**src/sv/ncs_pkg.sv**
```systemverilog
// ncs_pkg: shared types, constants and helper functions of the nearest obstacle
// circling steer core. No dependencies.
`default_nettype none

package ncs_pkg;

    // datapath widths
    localparam int OP_W      = 17;          // signed multiplier operand
    localparam int ACC_W     = 2 * OP_W;    // product and accumulator
    localparam int DIV_NUM_W = 36;          // divider numerator magnitude
    localparam int DIV_DEN_W = 17;          // divider denominator
    localparam int DIV_CNT_W = 6;           // divider step counter
    localparam int QUO_W     = 28;          // quotient bits kept
    localparam int CFG_IDX_W = 3;
    localparam int CFG_DAT_W = 16;

    // angle constants, Q3.12 radians
    localparam logic signed [17:0] PI_PLUS_HALF_PI = 18'sd19302;
    localparam logic signed [17:0] TWO_PI          = 18'sd25736;
    localparam logic signed [17:0] FOUR_PI         = 18'sd51472;
    localparam logic signed [17:0] PI              = 18'sd12868;
    localparam logic signed [15:0] EIGHTH_PI       = 16'sd1608;
    localparam logic signed [15:0] ROTATE_RATE     = 16'sd819;
    // 1.3 m in Q8.8
    localparam logic [16:0]        RADIUS_OFFSET   = 17'd333;

    // configuration register reset values
    localparam logic [15:0]        RANGE_LIMIT_RST   = 16'd7680;
    localparam logic signed [15:0] ANGLE_START_RST   = -16'sd12868;
    localparam logic [11:0]        ANGLE_STEP_RST    = 12'd36;
    localparam logic signed [15:0] FORWARD_SPEED_RST = 16'sd4096;
    localparam logic signed [15:0] YAW_GAIN_RST      = 16'sd4096;
    localparam logic [15:0]        CIRCLE_RADIUS_RST = 16'd512;

    // configuration register indexes
    typedef enum logic [CFG_IDX_W-1:0] {
        REG_RANGE_LIMIT   = 3'd0,
        REG_ANGLE_START   = 3'd1,
        REG_ANGLE_STEP    = 3'd2,
        REG_FORWARD_SPEED = 3'd3,
        REG_YAW_GAIN      = 3'd4,
        REG_CIRCLE_RADIUS = 3'd5
    } ncs_reg_t;

    // sequencer states
    typedef enum logic [3:0] {
        ST_IDLE,
        ST_COMMIT_MUL,
        ST_COMMIT_ADD,
        ST_TICK,
        ST_APPROACH,
        ST_ACCUM,
        ST_DIV_WAIT,
        ST_ROUND,
        ST_DONE
    } ncs_state_t;

    // saturate an accumulator value to 16 bits
    function automatic logic signed [15:0] sat16(input logic signed [ACC_W-1:0] v);
        logic signed [15:0] r;
        if (v > ACC_W'(32767)) begin
            r = 16'sh7fff;
        end else if (v < -ACC_W'(32768)) begin
            r = -16'sh8000;
        end else begin
            r = v[15:0];
        end
        return r;
    endfunction

    // drop 12 fraction bits rounding half up, then saturate
    function automatic logic signed [15:0] round_sat12(input logic signed [ACC_W-1:0] v);
        logic signed [ACC_W-1:0] sum;
        logic signed [ACC_W-1:0] shr;
        sum = v + ACC_W'(2048);
        shr = sum >>> 12;
        return sat16(shr);
    endfunction

endpackage

`default_nettype wire

```
**src/sv/ncs_scan.sv**
```systemverilog
// ncs_scan: running minimum of one laser scan and the index where it first occurs.
// Depends on nothing but its parameter.
`default_nettype none

module ncs_scan #(
    parameter int MAX_SAMPLES = 1024,
    parameter int IDX_W = $clog2(MAX_SAMPLES),
    parameter int CNT_W = $clog2(MAX_SAMPLES + 1)
) (
    input  wire logic             aclk,
    input  wire logic             aresetn,
    input  wire logic             sample_en,
    input  wire logic [15:0]      sample,
    input  wire logic             last,
    input  wire logic [15:0]      range_limit,
    output logic      [15:0]      min_next,
    output logic      [IDX_W-1:0] idx_next
);

    logic [15:0]      min_reg;
    logic [IDX_W-1:0] idx_reg;
    logic [CNT_W-1:0] count_reg, count_next;
    logic [15:0]      base_min;
    logic [IDX_W-1:0] base_idx;

    // start of a scan reloads the minimum from the range limit
    always_comb begin
        base_min = (count_reg == '0) ? range_limit : min_reg;
        base_idx = (count_reg == '0) ? '0 : idx_reg;
        min_next   = base_min;
        idx_next   = base_idx;
        count_next = count_reg;
        if (count_reg < CNT_W'(MAX_SAMPLES)) begin
            if (sample < base_min) begin
                min_next = sample;
                idx_next = count_reg[IDX_W-1:0];
            end
            count_next = count_reg + CNT_W'(1);
        end
        if (last) begin
            count_next = '0;
        end
    end

    always_ff @(posedge aclk) begin
        if (!aresetn) begin
            count_reg <= '0;
        end else if (sample_en) begin
            count_reg <= count_next;
        end
    end

    always_ff @(posedge aclk) begin
        if (sample_en) begin
            min_reg <= min_next;
            idx_reg <= idx_next;
        end
    end

endmodule

`default_nettype wire

```
**src/sv/ncs_mul.sv**
```systemverilog
// ncs_mul: shared signed multiplier with a registered product.
// Depends on ncs_pkg for operand widths.
`default_nettype none

module ncs_mul (
    input  wire logic                               aclk,
    input  wire logic signed [ncs_pkg::OP_W-1:0]    op_a,
    input  wire logic signed [ncs_pkg::OP_W-1:0]    op_b,
    output logic signed      [ncs_pkg::ACC_W-1:0]   product
);

    logic signed [ncs_pkg::ACC_W-1:0] product_reg;

    // one product per cycle, used by the commit and by approach and circling ticks
    always_ff @(posedge aclk) begin
        product_reg <= op_a * op_b;
    end

    assign product = product_reg;

endmodule

`default_nettype wire

```
**src/sv/ncs_div.sv**
```systemverilog
// ncs_div: restoring divider, one quotient bit a cycle.
// Depends on ncs_pkg for widths.
`default_nettype none

module ncs_div (
    input  wire logic                             aclk,
    input  wire logic                             aresetn,
    input  wire logic                             start,
    input  wire logic [ncs_pkg::DIV_NUM_W-1:0]    numer,
    input  wire logic [ncs_pkg::DIV_DEN_W-1:0]    denom,
    output logic                                  done,
    output logic      [ncs_pkg::QUO_W-1:0]        quotient
);

    logic                              busy_reg, busy_next;
    logic                              done_reg, done_next;
    logic [ncs_pkg::DIV_CNT_W-1:0]     cnt_reg, cnt_next;
    logic [ncs_pkg::DIV_DEN_W-1:0]     den_reg;
    logic [ncs_pkg::DIV_DEN_W-1:0]     rem_reg, rem_next;
    logic [ncs_pkg::DIV_NUM_W-1:0]     quo_reg, quo_next;
    logic [ncs_pkg::DIV_DEN_W:0]       trial;
    logic [ncs_pkg::DIV_DEN_W:0]       den_ext;

    // shift in one numerator bit and try a subtract
    always_comb begin
        trial     = {rem_reg, quo_reg[ncs_pkg::DIV_NUM_W-1]};
        den_ext   = {1'b0, den_reg};
        busy_next = busy_reg;
        done_next = 1'b0;
        cnt_next  = cnt_reg;
        rem_next  = rem_reg;
        quo_next  = quo_reg;
        if (start) begin
            busy_next = 1'b1;
            cnt_next  = '0;
            rem_next  = '0;
            quo_next  = numer;
        end else if (busy_reg) begin
            if (trial >= den_ext) begin
                rem_next = ncs_pkg::DIV_DEN_W'(trial - den_ext);
                quo_next = {quo_reg[ncs_pkg::DIV_NUM_W-2:0], 1'b1};
            end else begin
                rem_next = trial[ncs_pkg::DIV_DEN_W-1:0];
                quo_next = {quo_reg[ncs_pkg::DIV_NUM_W-2:0], 1'b0};
            end
            cnt_next = cnt_reg + ncs_pkg::DIV_CNT_W'(1);
            if (cnt_reg == ncs_pkg::DIV_CNT_W'(ncs_pkg::DIV_NUM_W - 1)) begin
                busy_next = 1'b0;
                done_next = 1'b1;
            end
        end
    end

    always_ff @(posedge aclk) begin
        if (!aresetn) begin
            busy_reg <= 1'b0;
            done_reg <= 1'b0;
        end else begin
            busy_reg <= busy_next;
            done_reg <= done_next;
        end
    end

    always_ff @(posedge aclk) begin
        cnt_reg <= cnt_next;
        rem_reg <= rem_next;
        quo_reg <= quo_next;
        if (start) begin
            den_reg <= denom;
        end
    end

    assign done     = done_reg;
    assign quotient = quo_reg[ncs_pkg::QUO_W-1:0];

endmodule

`default_nettype wire

```
**src/sv/nearest_obstacle_circling_steer_core.sv**
```systemverilog
// nearest_obstacle_circling_steer_core: top level, sequencer and datapath.
// Uses ncs_pkg, ncs_scan, ncs_mul and ncs_div.
// A last range sample adds the angle commit, ST_COMMIT_MUL then ST_COMMIT_ADD.
// A tick passes ST_APPROACH when approaching, goes straight to ST_DONE when
// rotating, and when circling waits on the 36-step speed feedforward divider.
// One item at a time; s_tready is high only while the sequencer idles.
// aresetn is synchronous, active low; it loads the register reset values and
// clears the scan and the committed obstacle.
`default_nettype none

module nearest_obstacle_circling_steer_core #(
    parameter int MAX_SAMPLES = 1024
) (
    input  wire logic                             aclk,
    input  wire logic                             aresetn,
    // configuration writes
    input  wire logic                             cfg_valid,
    output logic                                  cfg_ready,
    input  wire logic [ncs_pkg::CFG_IDX_W-1:0]    cfg_index,
    input  wire logic [ncs_pkg::CFG_DAT_W-1:0]    cfg_data,
    // input items
    input  wire logic                             s_tvalid,
    output logic                                  s_tready,
    input  wire logic [15:0]                      s_tdata,   // [15:0] range_sample
    input  wire logic                             s_tuser,   // [0] cmd
    input  wire logic                             s_tlast,   // last_sample
    // result items
    output logic                                  m_tvalid,
    input  wire logic                             m_tready,
    output logic      [31:0]                      m_tdata    // [15:0] linear_speed,
                                                             // [31:16] yaw_rate
);

    localparam int IDX_W = $clog2(MAX_SAMPLES);
    localparam int OP_W  = ncs_pkg::OP_W;
    localparam int ACC_W = ncs_pkg::ACC_W;

    // configuration registers
    logic [15:0]        range_limit_reg;
    logic signed [15:0] angle_start_reg;
    logic [11:0]        angle_step_reg;
    logic signed [15:0] forward_speed_reg;
    logic signed [15:0] yaw_gain_reg;
    logic [15:0]        circle_radius_reg;

    // committed obstacle and working registers
    logic [15:0]              dist_reg;
    logic signed [15:0]       angle_reg, angle_next;
    logic [IDX_W-1:0]         cidx_reg;
    logic signed [ACC_W-1:0]  acc_reg, acc_next;
    logic signed [15:0]       lin_reg, lin_next;
    logic signed [15:0]       yaw_reg, yaw_next;
    logic signed [15:0]       m_lin_reg;
    logic signed [15:0]       m_yaw_reg;
    logic                     m_tvalid_reg;

    ncs_pkg::ncs_state_t state_reg, state_next;

    logic                     in_accept;
    logic                     sample_en;
    logic                     commit_en;
    logic                     load_out;
    logic [15:0]              scan_min;
    logic [IDX_W-1:0]         scan_idx;

    logic signed [OP_W-1:0]   mul_a, mul_b;
    logic signed [ACC_W-1:0]  product;

    logic                     div_start;
    logic                     div_done;
    logic [ncs_pkg::QUO_W-1:0] quotient;
    logic [ncs_pkg::DIV_NUM_W-1:0] div_numer;
    logic [ncs_pkg::DIV_DEN_W-1:0] div_denom;
    logic [16:0]              speed_ext, speed_mag;

    logic                     approach;
    logic signed [17:0]       wrap_x, wrap_y;
    logic signed [15:0]       err;
    logic                     wide_err;
    logic signed [16:0]       gap;
    logic signed [ACC_W-1:0]  gap_term;
    logic signed [ACC_W-1:0]  q_signed;

    assign cfg_ready = 1'b1;
    assign in_accept = s_tvalid && s_tready;
    assign sample_en = in_accept && !s_tuser;
    assign commit_en = sample_en && s_tlast;
    assign load_out  = (state_reg == ncs_pkg::ST_DONE) && (!m_tvalid_reg || m_tready);

    // scan tracking
    ncs_scan #(
        .MAX_SAMPLES (MAX_SAMPLES)
    ) u_scan (
        .aclk        (aclk),
        .aresetn     (aresetn),
        .sample_en   (sample_en),
        .sample      (s_tdata),
        .last        (s_tlast),
        .range_limit (range_limit_reg),
        .min_next    (scan_min),
        .idx_next    (scan_idx)
    );

    // shared multiplier
    ncs_mul u_mul (
        .aclk    (aclk),
        .op_a    (mul_a),
        .op_b    (mul_b),
        .product (product)
    );

    // speed feedforward divider
    ncs_div u_div (
        .aclk     (aclk),
        .aresetn  (aresetn),
        .start    (div_start),
        .numer    (div_numer),
        .denom    (div_denom),
        .done     (div_done),
        .quotient (quotient)
    );

    // tick decision terms: approach test and wrapped angle error
    always_comb begin
        approach = dist_reg > circle_radius_reg;
        wrap_x   = ncs_pkg::PI_PLUS_HALF_PI - {{2{angle_reg[15]}}, angle_reg};
        if (wrap_x < 18'sd0) begin
            wrap_y = wrap_x + ncs_pkg::TWO_PI;
        end else if (wrap_x >= ncs_pkg::FOUR_PI) begin
            wrap_y = wrap_x - ncs_pkg::FOUR_PI;
        end else if (wrap_x >= ncs_pkg::TWO_PI) begin
            wrap_y = wrap_x - ncs_pkg::TWO_PI;
        end else begin
            wrap_y = wrap_x;
        end
        err      = 16'(wrap_y - ncs_pkg::PI);
        wide_err = (err > ncs_pkg::EIGHTH_PI) || (err < -ncs_pkg::EIGHTH_PI);
    end

    // divider operands: |speed| * 2^20 + d/2 over d = radius + 1.3 m
    always_comb begin
        speed_ext = {forward_speed_reg[15], forward_speed_reg};
        speed_mag = speed_ext[16] ? 17'(-speed_ext) : speed_ext;
        div_denom = {1'b0, circle_radius_reg} + ncs_pkg::RADIUS_OFFSET;
        div_numer = {speed_mag[15:0], 20'd0} + ncs_pkg::DIV_NUM_W'(div_denom[16:1]);
        q_signed  = forward_speed_reg[15] ? -ACC_W'(quotient) : ACC_W'(quotient);
        gap       = $signed({1'b0, circle_radius_reg}) - $signed({1'b0, dist_reg});
        gap_term  = {{2{gap[16]}}, gap, 15'd0};
    end

    // next state
    always_comb begin
        state_next = state_reg;
        unique case (state_reg)
            ncs_pkg::ST_IDLE: begin
                if (in_accept) begin
                    if (s_tuser) begin
                        state_next = ncs_pkg::ST_TICK;
                    end else if (s_tlast) begin
                        state_next = ncs_pkg::ST_COMMIT_MUL;
                    end
                end
            end
            ncs_pkg::ST_COMMIT_MUL: state_next = ncs_pkg::ST_COMMIT_ADD;
            ncs_pkg::ST_COMMIT_ADD: state_next = ncs_pkg::ST_IDLE;
            ncs_pkg::ST_TICK: begin
                if (approach) begin
                    state_next = ncs_pkg::ST_APPROACH;
                end else if (wide_err) begin
                    state_next = ncs_pkg::ST_DONE;
                end else begin
                    state_next = ncs_pkg::ST_ACCUM;
                end
            end
            ncs_pkg::ST_APPROACH:   state_next = ncs_pkg::ST_DONE;
            ncs_pkg::ST_ACCUM:      state_next = ncs_pkg::ST_DIV_WAIT;
            ncs_pkg::ST_DIV_WAIT: begin
                if (div_done) begin
                    state_next = ncs_pkg::ST_ROUND;
                end
            end
            ncs_pkg::ST_ROUND:      state_next = ncs_pkg::ST_DONE;
            ncs_pkg::ST_DONE: begin
                if (load_out) begin
                    state_next = ncs_pkg::ST_IDLE;
                end
            end
            default:                state_next = ncs_pkg::ST_IDLE;
        endcase
    end

    // sequencer outputs: input ready, multiplier operands and divider start
    always_comb begin
        s_tready  = 1'b0;
        mul_a     = '0;
        mul_b     = '0;
        div_start = 1'b0;
        unique case (state_reg)
            ncs_pkg::ST_IDLE: s_tready = 1'b1;
            ncs_pkg::ST_COMMIT_MUL: begin
                mul_a = OP_W'(cidx_reg);
                mul_b = OP_W'(angle_step_reg);
            end
            ncs_pkg::ST_TICK: begin
                mul_a = {yaw_gain_reg[15], yaw_gain_reg};
                mul_b = approach ? {angle_reg[15], angle_reg} : {err[15], err};
                div_start = !approach && !wide_err;
            end
            default: begin
                mul_a = '0;
            end
        endcase
    end

    // datapath next values
    always_comb begin
        angle_next = angle_reg;
        acc_next   = acc_reg;
        lin_next   = lin_reg;
        yaw_next   = yaw_reg;
        case (state_reg)
            ncs_pkg::ST_COMMIT_ADD: begin
                angle_next = ncs_pkg::sat16({{(ACC_W-16){angle_start_reg[15]}},
                                             angle_start_reg} + product);
            end
            ncs_pkg::ST_TICK: begin
                // rotate in place when the error is wide
                lin_next = 16'sd0;
                yaw_next = ncs_pkg::ROTATE_RATE;
            end
            ncs_pkg::ST_APPROACH: begin
                lin_next = forward_speed_reg;
                yaw_next = ncs_pkg::round_sat12(-product);
            end
            ncs_pkg::ST_ACCUM: begin
                acc_next = product + gap_term;
            end
            ncs_pkg::ST_DIV_WAIT: begin
                if (div_done) begin
                    acc_next = acc_reg - q_signed;
                end
            end
            ncs_pkg::ST_ROUND: begin
                lin_next = forward_speed_reg;
                yaw_next = ncs_pkg::round_sat12(acc_reg);
            end
            default: begin
                acc_next = acc_reg;
            end
        endcase
    end

    // control, configuration and committed obstacle
    always_ff @(posedge aclk) begin
        if (!aresetn) begin
            state_reg         <= ncs_pkg::ST_IDLE;
            m_tvalid_reg      <= 1'b0;
            range_limit_reg   <= ncs_pkg::RANGE_LIMIT_RST;
            angle_start_reg   <= ncs_pkg::ANGLE_START_RST;
            angle_step_reg    <= ncs_pkg::ANGLE_STEP_RST;
            forward_speed_reg <= ncs_pkg::FORWARD_SPEED_RST;
            yaw_gain_reg      <= ncs_pkg::YAW_GAIN_RST;
            circle_radius_reg <= ncs_pkg::CIRCLE_RADIUS_RST;
            dist_reg          <= '0;
            angle_reg         <= '0;
        end else begin
            state_reg <= state_next;
            if (load_out) begin
                m_tvalid_reg <= 1'b1;
            end else if (m_tready) begin
                m_tvalid_reg <= 1'b0;
            end
            if (cfg_valid && cfg_ready) begin
                unique case (cfg_index)
                    ncs_pkg::REG_RANGE_LIMIT:   range_limit_reg   <= cfg_data;
                    ncs_pkg::REG_ANGLE_START:   angle_start_reg   <= cfg_data;
                    ncs_pkg::REG_ANGLE_STEP:    angle_step_reg    <= cfg_data[11:0];
                    ncs_pkg::REG_FORWARD_SPEED: forward_speed_reg <= cfg_data;
                    ncs_pkg::REG_YAW_GAIN:      yaw_gain_reg      <= cfg_data;
                    ncs_pkg::REG_CIRCLE_RADIUS: circle_radius_reg <= cfg_data;
                    default: begin
                        range_limit_reg <= range_limit_reg;
                    end
                endcase
            end
            if (commit_en) begin
                dist_reg <= scan_min;
            end
            angle_reg <= angle_next;
        end
    end

    // payload registers
    always_ff @(posedge aclk) begin
        if (commit_en) begin
            cidx_reg <= scan_idx;
        end
        acc_reg <= acc_next;
        lin_reg <= lin_next;
        yaw_reg <= yaw_next;
        if (load_out) begin
            m_lin_reg <= lin_reg;
            m_yaw_reg <= yaw_reg;
        end
    end

    assign m_tvalid = m_tvalid_reg;
    assign m_tdata  = {m_yaw_reg, m_lin_reg};

endmodule

`default_nettype wire

```
**config.mk**
```make
export PLATFORM = sky130hd
export DESIGN_NAME = nearest_obstacle_circling_steer_core
export DESIGN_NICKNAME = d
export VERILOG_FILES = /design/src/sv/ncs_pkg.sv /design/src/sv/ncs_scan.sv /design/src/sv/ncs_mul.sv /design/src/sv/ncs_div.sv /design/src/sv/nearest_obstacle_circling_steer_core.sv
export SDC_FILE = /design/constraint.sdc
export NUM_CORES = 2
export LEC_CHECK = 0
export ABC_AREA = 1
export BUFFER_PORTS_ARGS = -buffer_cell sky130_fd_sc_hd__buf_2
export CORE_ASPECT_RATIO = 1.5
export CORE_MARGIN = 4
export CORE_UTILIZATION = 58
export CTS_CLUSTER_SIZE = 20
export DETAILED_ROUTE_END_ITERATION = 16
export PLACE_DENSITY = 0.86
export SYNTH_ARGS = -nofsm -noshare
export SYNTH_HDL_FRONTEND = slang
export SYNTH_SLANG_ARGS = --single-unit
```
**constraint.sdc**
```tcl
create_clock -name aclk -period 19.6 [get_ports aclk]
set_input_delay 3.92 -clock aclk [delete_from_list [all_inputs] [get_ports aclk]]
set_output_delay 3.92 -clock aclk [all_outputs]
set_load 0.05 [all_outputs]
```
* Word-level counts from Yosys, hierarchy flattened *
Cells that the tools add are included.

storage, ports and cells
  word-level logic and storage cells = 158
  bits in registers = 386
  input port bits = 42
  output and inout bits = 35

cells by class
  add/sub/neg operators = 19
  multiplexer cells = 46
  reductions and logical operators = 31
  bitwise operators = 2
  magnitude comparators = 15
  equal/unequal tests = 18
  $mul = 1

operators by type and width
  operator                                                          number
  two-way mux 16 bit                                                13
  two-way mux 36 bit                                                2
  adder 34 x 13 -> 34 bit (second input constant)                   2
  two-way mux 34 bit                                                2
  case mux 17 bit (2 select lines)                                  2
  case mux 34 bit (2 select lines)                                  1
  case mux 16 bit (3 select lines)                                  1
  greater-than comparator 22 x 16 -> 1 bit (second input constant)  2
  < comparator 22 x 16 -> 1 bit (second input constant)             2
  adder 36 x 16 -> 36 bit                                           1
  adder 34 x 32 -> 34 bit                                           1
  adder 34 bit                                                      1
  greater-than comparator 34 x 16 -> 1 bit (second input constant)  1
  < comparator 34 x 16 -> 1 bit (second input constant)             1
  multiplier 17 x 17 -> 34 bit                                      1
  two-way mux 17 bit                                                2
  negation 28 -> 34 bit                                             1
  negation 34 bit                                                   1
  subtractor 34 bit                                                 1
  case mux 16 bit (2 select lines)                                  1
  subtractor 16 x 15 -> 16 bit (second input constant)              2
  two-way mux 10 bit                                                3
  two-way mux 4 bit                                                 7
  case mux 4 bit (7 select lines)                                   1
  other kinds (44)                                                  80

* Longest topological paths before layout *
  depth after elaboration = 12
  gate-level depth with buffers = 59

* Cells and area by module *
From an unflattened synthesis, not the netlist that was laid out.

unflattened totals
  cells, all modules = 5209
  area, all modules = 37948.9 µm²

modules (own cells, without submodules)
  module                                cells each  times used  sequential area each (µm²)  area each (µm²)
  nearest_obstacle_circling_steer_core  2630        1           5825.6                      18266.3
  ncs_mul                               1660        1           680.7                       12687.2
  ncs_div                               594         1           2092.0                      4590.7
  ncs_scan                              325         1           1001.0                      2404.8

* Worst setup path after synthesis *
Ideal clock, no wire load.

  path kind = reg2reg
  start point = register angle_reg[0]
  end point = register u_mul.product_reg (netlist bit u_mul.product[33])
  slack = 10.701 ns
  required time = 19.528 ns
  arrival time = 8.828 ns
  stages on the path, launching flop included = 57
  path through = dfxtp_1 > ha_1 > a21oi_1 > xor2_1 > inv_1 > ha_1 > nand3_1 > nand2_1 > nand2_1 > nand2_1 > nand2_2 > nand2_4 > nand4_1 > nand3_1 > nand2_1 > inv_1 > ha_1 > nand3b_1 > [... 21 more ...] > o21ai_0 > a21oi_1 > o21bai_1 > nand2_1 > nand2_1 > nand2_1 > nand2_1 > nand3_1 > nand2_1 > a21oi_1 > o21ai_0 > nand2_1 > nand2_1 > a21oi_1 > o21ai_0 > inv_1 > o21ai_0 > xor2_1

on the way
  longest elaborated chain between the ends = 9
  elaborated cells between the ends (all ways) = 14
  classes of those cells = 5 x add/sub; 1 x mul; 3 x order compare; 5 x mux

RTL lines
  what                                                                 line                                                                                      text
  start: declaration                                                   nearest_obstacle_circling_steer_core.sv:48                                                logic signed [15:0] angle_reg, angle_next;
  start signal: assignment                                             nearest_obstacle_circling_steer_core.sv:289                                               angle_reg <= angle_next;
  subtractor 16 x 16 -> 17 bit                                         nearest_obstacle_circling_steer_core.sv:126                                               wrap_x = ncs_pkg::PI_PLUS_HALF_PI - {{2{angle_reg[15]}}, angle_reg};
  subtractor 16 bit or >= comparator 17 x 16 -> 1 bit (tied branches)  nearest_obstacle_circling_steer_core.sv:132, nearest_obstacle_circling_steer_core.sv:131
  two-way mux 16 bit                                                   nearest_obstacle_circling_steer_core.sv:131                                               end else if (wrap_x >= ncs_pkg::TWO_PI) begin
  two-way mux 16 bit                                                   nearest_obstacle_circling_steer_core.sv:129                                               end else if (wrap_x >= ncs_pkg::FOUR_PI) begin
  two-way mux 16 bit                                                   nearest_obstacle_circling_steer_core.sv:127                                               if (wrap_x < 18'sd0) begin
  subtractor 16 x 15 -> 16 bit                                         nearest_obstacle_circling_steer_core.sv:136                                               err = 16'(wrap_y - ncs_pkg::PI);
  two-way mux 17 bit (*)                                               nearest_obstacle_circling_steer_core.sv:206                                               mul_b = approach ? {angle_reg[15], angle_reg} : {err[15], err};
  case mux 17 bit (2 select lines) (*)                                 nearest_obstacle_circling_steer_core.sv:198                                               unique case (state_reg)
  multiplier 17 x 17 -> 34 bit (*)                                     ncs_mul.sv:16                                                                             product_reg <= op_a * op_b;
  end signal: assignment                                               ncs_mul.sv:16
  end: declaration                                                     ncs_mul.sv:12                                                                             logic signed [ncs_pkg::ACC_W-1:0] product_reg;

Mark *: on every way between the ends. The rest lies on a longest branch, timed or not.
A chain may end at the register's enable or synchronous reset.

* Worst setup path after layout *
  start point = register angle_reg[1]
  end point = register u_mul.product_reg (netlist bit u_mul.product[32])

Same word-level chain as after synthesis.

==> metrics.cfg <==
[run_status]
status=finished clean

[power]
pwr-share-comb_pct=43.4
switchingPower_mw=1.338
p_leak_nw=18.32
p_seq_share_pct=30.9
internal-power_mw=1.713
pwr_density_cell_nw_per_um2=80.98
clkPwrFrac_pct=25.7
vdd_drop_max_mv=0.06601
swShare_pct=43.84

[synth]
syn_avg_cell_area_sq_um=7.682
synth_top_area_share_pct=16.60
synth-seq-cells=386
yosys.area.top_type=fa_1
synthTopCellsByArea=fa_1 (17%), edfxtp_1 (16%), dfxtp_1 (11%)
ys_async_sr_fraction_pct=0
syn_nets=5153
ys_types=59
ys.warnings.count=0
ys_seq_area_share_pct=27.25
syn_area_sq_um=35220
synth_common_cells=nand2_1 (943), inv_1 (774), nor2_1 (497)
synth.most_common_cell=nand2_1
synth_edf_count=187
ys.flop_type=dfxtp_1
synth_cells=4585

[floorplan]
ios=77
initial_core_util_pct=58.56
rows=110
core_area_sq_um=60150
die_area_sq_um=64820
die_w_um=209.2
fp.dieH_um=309.8

[global_routing]
grt_pass1_wl_um=161400
grt_pass1_vias=31220
grt_overflow=0
grt.total_usage_pct=31.32
antenna_found_initial=5
grt_max_degree=75

[drt]
num_vias=31240
wl_um=103600
wl_per_cell_um=19.03
drt_iter0_drc=2650
drc_errors=0
ant_nets=0
viasPerCell=5.736
dr.pass1.iters=6

[clock_network]
cts-buffers-inserted=39
cts_tree=done
clock-root-buffer=clkbuf_16
cts_htree_levels=2
clock_latency_ns=0.62
clock-sinks=386
post_cts_buffers=0
path_clk_slew_ns=0.06
cts_hold_buf=0
cts_resized=0
clk_path_buf_depth=3

[layout]
syn_to_final_growth_pct=6.966
final_nets=5190
drive_gt1_share_pct=5.738
fin_area_sq_um=37680
layout.cells.non_filler=5446
nFillCells=5072
largest_reg_flops=36

[place]
pre_cts_slack_ns=8.924
dpl_cell_area_sq_um=36350
dpl.hpwl_um=81200
io_buffers=75
place_congestion=1.016
dp.cells=5365

[min_path]
hold_path.class=flip-flop to flip-flop

[critical_path]
crit_type=flip-flop to flip-flop
crit_path_end_kind=flip-flop
cp.arrival_ns=11.39
cp.required_ns=20.12
critPathMostFrequentCell=nand2_1
cpMaxStageDelayCell=nand2_1
critPathMaxStageDelay_ns=0.77
start_kind=flip-flop
path_max_fanout=29

[timing]
fin_ws_ns=8.730
clock.fmax_mhz=92.00
finalHoldViolCount=0
finClkSkew_ns=0.02952
setup_tns_ns=0
rsz0062_at_grt=false
relSlewSlack_pct=21.22
report.final.slew_viol_count=0
setup_viol_count_final=0
max_slew.worst_pin.slew_ns=1.180
min_period_ns=10.87
post-route-period-util_pct=55.46

[job]
cap_viol_max_count=0

[worst max-delay path, delay by kind of cell, from the launching register on]
kind / cells / cell delay [ns]
AO/OA/AOI/OAI: 6 / 1.58
XOR/XNOR: 2 / 0.29
AND/OR/NAND/NOR: 21 / 3.50
flip-flops: 1 / 0.36
adder cells (fa/ha/maj): 9 / 3.89
buffers and inverters: 9 / 1.10
[layout by cell type (no fill, tap or decap), types with 37 or more instances in the layout]
cell type and n:
nand4_1 44, o21ai_0 259, xnor2_1 54, nand3_1 216, nor3_1 63, clkbuf_16 39, inv_1 774, xor2_1 149
edfxtp_1 187, nand2_1 943, fa_1 292, buf_2 75, a21oi_1 296, buf_4 37, nor2_1 494, dfxtp_1 199
ha_1 234
[layout make-up]
cell class	instances	area, sq um	area share [%]
Timing Repair Buffer	112	653.1	1.734
Tap cell	784	980.9	2.604
Clock buffer	46	1022	2.713
Inverter	799	2999	7.960
Multi-Input combinational cell	3284	22120	58.71
Antenna cell	9	22.52	0.05978
Clock inverter	26	279.0	0.7406
Sequential cell	386	9599	25.48
[final timing paths]
kind / start / endpoint / slack (ns) / depth (start not counted)
setup / recovery: angle_reg[1]$_SDFFE_PN0N_ / u_mul.product[32]$_DFF_P_ / 8.73 / 47
hold / removal: lin_reg[13]$_SDFFCE_PP0P_ / m_lin_reg[13]$_DFFE_PP_ / 0.42 / 0
setup reg to reg: angle_reg[1]$_SDFFE_PN0N_ / u_mul.product[32]$_DFF_P_ / 8.73 / 47
hold reg to reg: lin_reg[13]$_SDFFCE_PP0P_ / m_lin_reg[13]$_DFFE_PP_ / 0.42 / 0
[routing by layer]
layer	wire, um	up-vias	global-route usage [%]	part of all wire (%)
met5	0	-	0	0
li1	-	14690	-	-
met2	51650	1378	55.36	50
met3	7179	459	4.491	6.9
met1	35370	14720	33.96	34
met4	9413	0	23.58	9.1
[logic make-up after synthesis]
kind of cell	share of synthesized area (%)
XOR/XNOR	5.094
buffers and inverters	10.04
AND/OR/NAND/NOR	21.68
flip-flops	27.25
other	0.01065
AO/OA/AOI/OAI	11.02
adder cells (fa/ha/maj)	24.91
[power groups by stage]
stage / logic, mW / clock network, mW / registers, mW
after global routing: 1.46 / 0.819 / 0.945
after floorplan: 0.952 / 0 / 0.942
final: 1.32 / 0.785 / 0.942
after CTS: 1.30 / 0.792 / 0.940
after global placement: 1.28 / 0 / 0.955
after detailed placement: 1.29 / 0 / 0.957
[metrics by stage]
step | hold slack [ns] | util (%) | total power, mW
final | 0.4186 | 62.64 | 3.051
after global placement | 0.4004 | 60.44 | 2.238
after CTS | 0.4160 | 62.60 | 3.032
after floorplan | 0.4003 | - | 1.894
after global routing | 0.4176 | 62.61 | 3.225
after detailed placement | 0.4054 | 60.44 | 2.247
(Power assumes the default switching activity.)
